===== src/sv/lbps_pkg.sv =====
`timescale 1ns / 1ps

package lbps_pkg;

  localparam int RomLen = 47;
  localparam int PatMax = 13;

  localparam logic [19:0] PRESS_MAX = 20'hFFFFF;

  localparam logic [2:0] REQ_TICK    = 3'd0;
  localparam logic [2:0] REQ_SET     = 3'd1;
  localparam logic [2:0] REQ_ON      = 3'd2;
  localparam logic [2:0] REQ_OFF     = 3'd3;
  localparam logic [2:0] REQ_TOGGLE  = 3'd4;
  localparam logic [2:0] REQ_PRESS   = 3'd5;
  localparam logic [2:0] REQ_RELEASE = 3'd6;
  localparam logic [2:0] REQ_STATUS  = 3'd7;

  localparam logic [3:0] MODE_FIXED  = 4'd0;
  localparam logic [3:0] MODE_OFF    = 4'd1;
  localparam logic [3:0] MODE_ON     = 4'd2;
  localparam logic [3:0] MODE_SLOW   = 4'd8;
  localparam logic [3:0] MODE_MEDIUM = 4'd9;
  localparam logic [3:0] MODE_FAST   = 4'd10;

  localparam logic [2:0] REG_INITIAL_PATTERN = 3'd0;
  localparam logic [2:0] REG_ACTIVE_HIGH     = 3'd1;
  localparam logic [2:0] REG_STATUS_LED      = 3'd2;
  localparam logic [2:0] REG_MED_PRESS_MS    = 3'd3;
  localparam logic [2:0] REG_LONG_PRESS_MS   = 3'd4;

  localparam logic [1:0] LINK_CONNECTED    = 2'd0;
  localparam logic [1:0] LINK_STARTING     = 2'd1;
  localparam logic [1:0] LINK_DISCONNECTED = 2'd2;
  localparam logic [1:0] LINK_STOPPED      = 2'd3;

  typedef logic signed [7:0] rom_entry_t;

  function automatic rom_entry_t rom_entry(input logic [5:0] idx);
    rom_entry_t e;
    case (idx)
      6'd0:  e = 8'sd0;
      6'd1:  e = 8'sd126;
      6'd2:  e = -8'sd1;
      6'd3:  e = 8'sd127;
      6'd4:  e = -8'sd1;
      6'd5:  e = 8'sd15;
      6'd6:  e = 8'sd120;
      6'd7:  e = 8'sd120;
      6'd8:  e = 8'sd120;
      6'd9:  e = -8'sd4;
      6'd10: e = 8'sd15;
      6'd11: e = 8'sd100;
      6'd12: e = -8'sd2;
      6'd13: e = 8'sd14;
      6'd14: e = 8'sd121;
      6'd15: e = 8'sd121;
      6'd16: e = 8'sd121;
      6'd17: e = -8'sd4;
      6'd18: e = 8'sd14;
      6'd19: e = 8'sd101;
      6'd20: e = -8'sd2;
      6'd21: e = 8'sd31;
      6'd22: e = 8'sd80;
      6'd23: e = 8'sd31;
      6'd24: e = 8'sd80;
      6'd25: e = 8'sd80;
      6'd26: e = -8'sd5;
      6'd27: e = 8'sd101;
      6'd28: e = 8'sd101;
      6'd29: e = 8'sd100;
      6'd30: e = 8'sd100;
      6'd31: e = -8'sd4;
      6'd32: e = 8'sd81;
      6'd33: e = 8'sd80;
      6'd34: e = -8'sd2;
      6'd35: e = 8'sd21;
      6'd36: e = 8'sd20;
      6'd37: e = -8'sd2;
      6'd38: e = 8'sd11;
      6'd39: e = 8'sd10;
      6'd40: e = -8'sd2;
      6'd41: e = 8'sd41;
      6'd42: e = -8'sd42;
      6'd43: e = 8'sd31;
      6'd44: e = 8'sd20;
      6'd45: e = 8'sd31;
      6'd46: e = -8'sd46;
      default: e = 8'sd0;
    endcase
    return e;
  endfunction

  function automatic logic [5:0] start_of(input logic [3:0] pat);
    logic [5:0] s;
    case (pat)
      4'd0:  s = 6'd0;
      4'd1:  s = 6'd1;
      4'd2:  s = 6'd3;
      4'd3:  s = 6'd5;
      4'd4:  s = 6'd10;
      4'd5:  s = 6'd13;
      4'd6:  s = 6'd18;
      4'd7:  s = 6'd21;
      4'd8:  s = 6'd27;
      4'd9:  s = 6'd32;
      4'd10: s = 6'd35;
      4'd11: s = 6'd38;
      4'd12: s = 6'd41;
      4'd13: s = 6'd43;
      default: s = 6'd0;
    endcase
    return s;
  endfunction

endpackage


===== src/sv/led_blink_pattern_sequencer_core.sv =====
`timescale 1ns / 1ps

// Channel  Handshake              Payload
// in       in_valid / in_ready    req_type, pattern, link_state
// out      out_valid / out_ready  led_level, mode_sel, rejected
// cfg      APB psel/penable       paddr, pwdata, prdata (pready tied high)
//
// One item per cycle: each transfer fills the result register and, with no cfg write
// alongside, updates the state in one pass (two chained pattern ROM reads on a jump).
// in_ready is high while the result register is empty or being drained.
// Synchronous reset loads pattern 2 with its ROM offset and clears timers.
// A stall on out holds the result; in stalls only while that result waits.

module led_blink_pattern_sequencer_core #(
  parameter int MS_PER_UNIT = 10
) (
  input  logic        clk,
  input  logic        rst,
  input  logic        in_valid,
  output logic        in_ready,
  input  logic [2:0]  req_type,
  input  logic [3:0]  pattern,
  input  logic [1:0]  link_state,
  output logic        out_valid,
  input  logic        out_ready,
  output logic        led_level,
  output logic [3:0]  mode_sel,
  output logic        rejected,
  input  logic        psel,
  input  logic        penable,
  input  logic        pwrite,
  input  logic [4:0]  paddr,
  input  logic [31:0] pwdata,
  output logic [31:0] prdata,
  output logic        pready
);
  import lbps_pkg::*;

  localparam int RW = $clog2(63 * MS_PER_UNIT + 1);

  logic [3:0]    initial_pattern;
  logic          active_high;
  logic          status_led;
  logic [15:0]   med_press_ms;
  logic [15:0]   long_press_ms;

  logic [3:0]    mode_reg;
  logic [5:0]    step_ptr;
  logic [RW-1:0] remaining_ms;
  logic          pressed;
  logic [19:0]   press_ms;
  logic          level_reg;

  logic [3:0]    mode_next;
  logic [5:0]    step_ptr_next;
  logic [RW-1:0] remaining_ms_next;
  logic          pressed_next;
  logic [19:0]   press_ms_next;
  logic          level_next;
  logic          rejected_next;

  logic          in_xfer;
  logic          cfg_wr;
  logic [2:0]    reg_idx;

  logic [19:0]   press_inc;
  logic [3:0]    auto_mode;
  logic          auto_change;
  logic [5:0]    t_ptr;
  logic [RW-1:0] t_rem;
  logic [RW-1:0] t_rem_dec;
  logic [5:0]    p0;
  logic [5:0]    p1;
  rom_entry_t    d0;
  rom_entry_t    d1;
  rom_entry_t    d_step;
  logic [7:0]    neg_d0;
  logic [5:0]    back;
  logic          step_level;
  logic [RW-1:0] step_rem;
  logic [5:0]    step_ptr_adv;

  assign pready   = 1'b1;
  assign in_ready = !out_valid || out_ready;
  assign in_xfer  = in_valid && in_ready;
  assign reg_idx  = paddr[4:2];
  assign cfg_wr   = psel && penable && pwrite && pready;

  always_comb begin
    unique case (reg_idx)
      REG_INITIAL_PATTERN: prdata = {28'd0, initial_pattern};
      REG_ACTIVE_HIGH:     prdata = {31'd0, active_high};
      REG_STATUS_LED:      prdata = {31'd0, status_led};
      REG_MED_PRESS_MS:    prdata = {16'd0, med_press_ms};
      REG_LONG_PRESS_MS:   prdata = {16'd0, long_press_ms};
      default:             prdata = 32'd0;
    endcase
  end

  assign press_inc = (pressed && press_ms != PRESS_MAX) ? press_ms + 20'd1 : press_ms;

  always_comb begin
    auto_mode = mode_reg;
    if (pressed) begin
      if (press_inc > {3'd0, long_press_ms, 1'b0}) begin
        auto_mode = MODE_ON;
      end else if (press_inc > {4'd0, long_press_ms}) begin
        auto_mode = MODE_FAST;
      end else if (press_inc > {4'd0, med_press_ms}) begin
        auto_mode = MODE_MEDIUM;
      end
    end else begin
      unique case (link_state)
        LINK_CONNECTED:    auto_mode = MODE_OFF;
        LINK_STARTING:     auto_mode = MODE_MEDIUM;
        LINK_DISCONNECTED: auto_mode = MODE_SLOW;
        LINK_STOPPED:      auto_mode = MODE_ON;
        default:           auto_mode = MODE_ON;
      endcase
    end
  end

  assign auto_change = status_led && (mode_reg != MODE_FIXED) && (auto_mode != mode_reg);
  assign t_ptr       = auto_change ? start_of(auto_mode) : step_ptr;
  assign t_rem       = auto_change ? '0 : remaining_ms;
  assign t_rem_dec   = (t_rem != '0) ? t_rem - RW'(1) : '0;

  // resolve a jump back, then read the step it lands on
  assign p0     = (t_ptr >= 6'(RomLen)) ? 6'd0 : t_ptr;
  assign d0     = rom_entry(p0);
  assign neg_d0 = 8'(-d0);
  assign back   = neg_d0[5:0];
  assign p1     = (d0 < 0) ? ((back > p0) ? 6'd0 : p0 - back) : p0;
  assign d1     = rom_entry(p1);
  assign d_step = (d1 < 0) ? 8'sd0 : d1;

  assign step_level   = (d_step[0] == active_high);
  assign step_rem     = RW'(d_step[6:1]) * RW'(MS_PER_UNIT);
  assign step_ptr_adv = p1 + 6'd1;

  always_comb begin
    mode_next         = mode_reg;
    step_ptr_next     = step_ptr;
    remaining_ms_next = remaining_ms;
    pressed_next      = pressed;
    press_ms_next     = press_ms;
    level_next        = level_reg;
    rejected_next     = 1'b0;
    unique case (req_type)
      REQ_TICK: begin
        press_ms_next = press_inc;
        if (auto_change) begin
          mode_next = auto_mode;
        end
        if (t_rem_dec == '0) begin
          level_next        = step_level;
          remaining_ms_next = step_rem;
          step_ptr_next     = step_ptr_adv;
        end else begin
          remaining_ms_next = t_rem_dec;
          step_ptr_next     = t_ptr;
        end
      end
      REQ_SET: begin
        if (pattern <= 4'(PatMax)) begin
          mode_next         = MODE_FIXED;
          step_ptr_next     = start_of(pattern);
          remaining_ms_next = '0;
        end
      end
      REQ_ON: begin
        mode_next         = MODE_ON;
        step_ptr_next     = start_of(MODE_ON);
        remaining_ms_next = '0;
      end
      REQ_OFF: begin
        mode_next         = MODE_OFF;
        step_ptr_next     = start_of(MODE_OFF);
        remaining_ms_next = '0;
      end
      REQ_TOGGLE: begin
        if (mode_reg == MODE_ON) begin
          mode_next         = MODE_OFF;
          step_ptr_next     = start_of(MODE_OFF);
          remaining_ms_next = '0;
        end else if (mode_reg == MODE_OFF) begin
          mode_next         = MODE_ON;
          step_ptr_next     = start_of(MODE_ON);
          remaining_ms_next = '0;
        end else begin
          rejected_next = 1'b1;
        end
      end
      REQ_PRESS: begin
        pressed_next  = 1'b1;
        press_ms_next = '0;
      end
      REQ_RELEASE: begin
        pressed_next  = 1'b0;
        press_ms_next = '0;
      end
      REQ_STATUS: begin
        if (pattern == 4'd0) begin
          mode_next     = MODE_ON;
          step_ptr_next = start_of(MODE_ON);
        end else if (pattern <= 4'(PatMax)) begin
          mode_next     = MODE_FIXED;
          step_ptr_next = start_of(pattern);
        end
      end
      default: begin
        rejected_next = 1'b0;
      end
    endcase
  end

  always_ff @(posedge clk) begin
    if (rst) begin
      initial_pattern <= 4'd2;
      active_high     <= 1'b1;
      status_led      <= 1'b0;
      med_press_ms    <= 16'd500;
      long_press_ms   <= 16'd2000;
      mode_reg        <= 4'd2;
      step_ptr        <= start_of(4'd2);
      remaining_ms    <= '0;
      pressed         <= 1'b0;
      press_ms        <= '0;
      level_reg       <= 1'b0;
      out_valid       <= 1'b0;
    end else begin
      if (cfg_wr) begin
        unique case (reg_idx)
          REG_INITIAL_PATTERN: begin
            if (pwdata[3:0] <= 4'(PatMax)) begin
              initial_pattern <= pwdata[3:0];
              mode_reg        <= pwdata[3:0];
              step_ptr        <= start_of(pwdata[3:0]);
              remaining_ms    <= '0;
            end
          end
          REG_ACTIVE_HIGH:   active_high   <= pwdata[0];
          REG_STATUS_LED:    status_led    <= pwdata[0];
          REG_MED_PRESS_MS:  med_press_ms  <= pwdata[15:0];
          REG_LONG_PRESS_MS: long_press_ms <= pwdata[15:0];
          default: begin
          end
        endcase
      end else if (in_xfer) begin
        mode_reg     <= mode_next;
        step_ptr     <= step_ptr_next;
        remaining_ms <= remaining_ms_next;
        pressed      <= pressed_next;
        press_ms     <= press_ms_next;
        level_reg    <= level_next;
      end
      if (in_xfer) begin
        out_valid <= 1'b1;
      end else if (out_ready) begin
        out_valid <= 1'b0;
      end
    end
  end

  always_ff @(posedge clk) begin
    if (in_xfer) begin
      led_level <= level_next;
      mode_sel  <= mode_next;
      rejected  <= rejected_next;
    end
  end

endmodule


===== config.mk =====
export PLATFORM = sky130hd
export DESIGN_NAME = led_blink_pattern_sequencer_core
export DESIGN_NICKNAME = d
export VERILOG_FILES = /design/src/sv/lbps_pkg.sv /design/src/sv/led_blink_pattern_sequencer_core.sv
export SDC_FILE = /design/constraint.sdc
export NUM_CORES = 1
export LEC_CHECK = 0
export ABC_AREA = 1
export BUFFER_PORTS_ARGS = -buffer_cell sky130_fd_sc_hd__buf_4
export CORE_ASPECT_RATIO = 1.5
export CORE_MARGIN = 2
export CORE_UTILIZATION = 45
export DETAILED_ROUTE_END_ITERATION = 7
export PLACE_DENSITY = 0.67
export REMOVE_ABC_BUFFERS = 1
export SYNTH_ARGS = -nofsm -noshare
export SYNTH_HDL_FRONTEND = slang
export SYNTH_SLANG_ARGS = --single-unit

===== constraint.sdc =====
create_clock -name clk -period 10.1 [get_ports clk]
set_clock_uncertainty 0.1 [all_clocks]
set_input_delay 1.515 -clock clk [delete_from_list [all_inputs] [get_ports clk]]
set_output_delay 1.515 -clock clk [all_outputs]
set_load 0.02 [all_outputs]

==> key figures <==
Clock network
  – Number of buffers inserted during clock tree synthesis: 9
  – Clk sink count: 87
  – H-tree Lvls: 3
  – Insertion delay of the later-clocked pin in the worst-skew pair: 370 ps
  – Maximum clock path buffer count: 2
  – Clock tree from TritonCTS: built
  – Cts hold-fix bufs: 0
  – Root buffer selected by CTS: sky130_fd_sc_hd__clkbuf_16
  – Clock input transition at the sequential cells of the worst setup and hold paths: 70 ps

Worst hold path
  – Terminating pin of the worst hold path: remaining_ms[9]
  – Start point of the worst hold path: remaining_ms[9]
  – Path class of the lowest-slack min-delay path: register to register
  – Worst hold path stage count: 2

Synthesis
  – Post-synthesis average cell area: 6.366 um2
  – Cell taking the most area after synthesis: sky130_fd_sc_hd__dfxtp_1
  – Number of warning messages in the yosys log: 0
  – EDFF count, synth: 6
  – Area share of the largest cell type after synthesis: 0.1818
  – Post-synth ARST share: 0
  – Unique cell type count in the Yosys netlist: 56
  – Sequential share of the synthesized area: 0.2020
  – Combined area of all synthesized cells: 8919 um2
  – Commonest register cell after synthesis: sky130_fd_sc_hd__dfxtp_1
  – Flops & latches, synth: 87
  – Gate count after technology mapping: 1401
  – Top area cells in the synthesized netlist: sky130_fd_sc_hd__dfxtp_1 18%, sky130_fd_sc_hd__nand2_1 15%, sky130_fd_sc_hd__ha_1 13%, sky130_fd_sc_hd__inv_1 7.5%, sky130_fd_sc_hd__a21oi_1 7.1%

GRT
  – Global-route wire length before repair: 47040 um
  – Initial antenna violation count: 0
  – Pin count of the biggest net entering global routing: 47
  – Final global-route overflow total: 0
  – Via count of the first global-routing pass: 9880
  – Overall Global Routing Usage: 0.2776

Route
  – Detail Route Antenna Nets: 0
  – Remaining design rule violation count: 0
  – Total via count in the routed design: 10430
  – Detailed Routing Iterations Pass 1: 5
  – Via-to-Cell Ratio: 5.395
  – Total length of routed wires: 30720 um
  – Detail-routed net length per standard cell: 15.89 um
  – 1st-iter DRT viols: 566

Timing
  – Fin Setup TNS: 0 ps
  – Final min period: 9844 ps
  – Setup violators final: 0
  – RSZ-0062 raised after global routing: yes
  – Top achievable clock speed: 0.1016 GHz
  – Worst Tran Pin Value: 1017 ps
  – Slew Limit Headroom: 0.3215
  – Total count of hold-check failures in the final report: 0
  – Final setup margin: 256.0 ps
  – Final-report max-slew violation count: 0
  – Final critical-path share of the clock period: 0.9746
  – Worst Hold Margin: 363.4 ps

Setup path
  – Crit Path Class: register to register
  – Buffers plus inverters on the worst setup path: 17
  – Cell seen most often among critical-path stages: sky130_fd_sc_hd__nand2_4
  – Highest fanout seen on the critical path: 6
  – R2R Path End: remaining_ms[7]
  – Sort of element at the start of the critical path: register
  – CP max stage cell: sky130_fd_sc_hd__fa_2
  – Worst reg2reg path depth: 75
  – Launching point of the worst reg2reg path: press_ms[1]
  – Largest stage delay on the critical path: 420 ps
  – Critical path's top delay family: simple AND/OR/NAND/NOR gates
  – Worst EP arrival: 10040 ps
  – Required arrival time at the worst endpoint: 10300 ps
  – Worst Setup End Kind: register
  – Setup slack on the worst flop-to-flop path: 260 ps

Final layout
  – Number of nets in the final layout: 1814
  – Layout-stage area growth over the synthesis result: 44.60%
  – Post-layout utilization of the core: 0.6570
  – Layout cell share with drive strength beyond 1: 0.3485
  – Biggest regs: press_ms (20), long_press_ms (16), med_press_ms (16)
  – Flip-flop count of the largest register after layout: 20
  – Largest register by flop count: press_ms
  – Commonest cells after routing, fill and taps aside: 308 x sky130_fd_sc_hd__nand2_1, 268 x sky130_fd_sc_hd__buf_4, 154 x sky130_fd_sc_hd__inv_1, 108 x sky130_fd_sc_hd__a21oi_1, 82 x sky130_fd_sc_hd__o21ai_0
  – Antenna cell count: 0
  – Most common cell after layout, fill and taps aside: sky130_fd_sc_hd__nand2_1

Die
  – Effective utilization at floorplan: 0.4544
  – Die ar.: 20980 um2
  – Number of primary I/O pins: 94
  – Horizontal extent of the die: 118.9 um
  – Core region area: 19630 um2
  – Number of placement rows: 63
  – Die height: 176.4 um

Placed design
  – Port-buffer cells: 58
  – Post-DP HPWL: 22750 um
  – GPL Wtd Cong: 0.9396
  – Worst-case setup slack after placement: -415.3 ps

Status
  – Result of the run: completed

Run
  – Maximum capacitance violations: 0
[cells in the mapped netlist, types with 4 or more instances]
master                      number
sky130_fd_sc_hd__nand2_1       347
sky130_fd_sc_hd__a31oi_1        10
sky130_fd_sc_hd__nand2_4         8
sky130_fd_sc_hd__o22ai_1        15
sky130_fd_sc_hd__o31ai_1         4
sky130_fd_sc_hd__o21ai_1         5
sky130_fd_sc_hd__nand3_2         5
sky130_fd_sc_hd__a21oi_1       127
sky130_fd_sc_hd__nor2_2         12
sky130_fd_sc_hd__nor3_1         14
sky130_fd_sc_hd__buf_6           4
sky130_fd_sc_hd__inv_2           5
sky130_fd_sc_hd__nand2_2        27
sky130_fd_sc_hd__o221ai_1        5
sky130_fd_sc_hd__o211ai_1       16
sky130_fd_sc_hd__ha_1           91
sky130_fd_sc_hd__xnor2_1        14
sky130_fd_sc_hd__buf_2           5
sky130_fd_sc_hd__nand4_1        16
sky130_fd_sc_hd__o2111ai_1       5
sky130_fd_sc_hd__buf_4          21
sky130_fd_sc_hd__xor2_1         11
sky130_fd_sc_hd__o21ai_0        96
sky130_fd_sc_hd__a211oi_1        8
sky130_fd_sc_hd__nand3_1        90
sky130_fd_sc_hd__inv_1         179
sky130_fd_sc_hd__edfxtp_1        6
sky130_fd_sc_hd__dfxtp_1        81
sky130_fd_sc_hd__nor2_1        103
sky130_fd_sc_hd__nand3b_1        5
sky130_fd_sc_hd__nor2_4          6
sky130_fd_sc_hd__clkbuf_1       21
[cell type report]
cell class	count	area, um2
clock buffers	10	229.0
clock inverters	6	66.31
fillers	1669	6731
inverters	186	721.9
multi-input cells	1092	7420
flip-flops and latches	87	1808
well taps	260	325.3
repair buffers	292	2326
[through the flow]
stage	instances	area (um2)
floorplan	1364	8665
global placement	1879	10960
detailed placement	1879	10960
CTS	1900	11450
global route	1933	12900
finish	1933	12900
[timing repair]
action,CTS,global route
gates resized for setup,44,263
buffers inserted,5,33
pin swaps,14,127
endpoints found under the setup margin,5,7
gates cloned,0,1
[logic make-up (layout without fill, tap and decap cells)]
kind of cell	after synthesis	count (layout)	share of synthesized area
flops	87	87	0.2020
other cells	2	17	0.0008421
simple gates	645	646	0.3274
compound gates	311	311	0.1996
buf+inv	238	494	0.1134
xor+xnor	25	25	0.02455
fa+ha+maj	93	93	0.1322
[worst reg2reg max path: cells and delay by family, from the launching register on]
kind / cells / cell delay [ps]
simple gates: 36 / 3350
fa+ha+maj: 8 / 1730
xor+xnor: 1 / 170
buf+inv: 17 / 1720
compound gates: 13 / 2320
flops: 1 / 360
[per-layer routing]
metal	track usage	share of wire	wire length (um)
met1	0.2745	0.35	10860
met2	0.5553	0.56	17160
met3	0.03295	0.034	1052
met4	0.1429	0.054	1650
met5	0	0	0
[how the worst max path moves through the flow]
stage | startpoint | endpoint | slack [ps] | cells after the start
6_report | press_ms[1] | remaining_ms[7] | 260 | 75
5_1_grt | press_ms[1] | remaining_ms[8] | -350 | 78
4_1_cts | press_ms[0] | remaining_ms[8] | 20 | 80
3_5_place_dp | press_ms[0] | remaining_ms[8] | -420 | 73
3_3_place_gp | press_ms[0] | remaining_ms[8] | -340 | 71
2_1_floorplan | press_ms[0] | remaining_ms[8] | -180 | 76
Power is left out: the tool's default activity adds up to more than one toggle a clock period on the data nets, which glitch-free logic cannot reach.
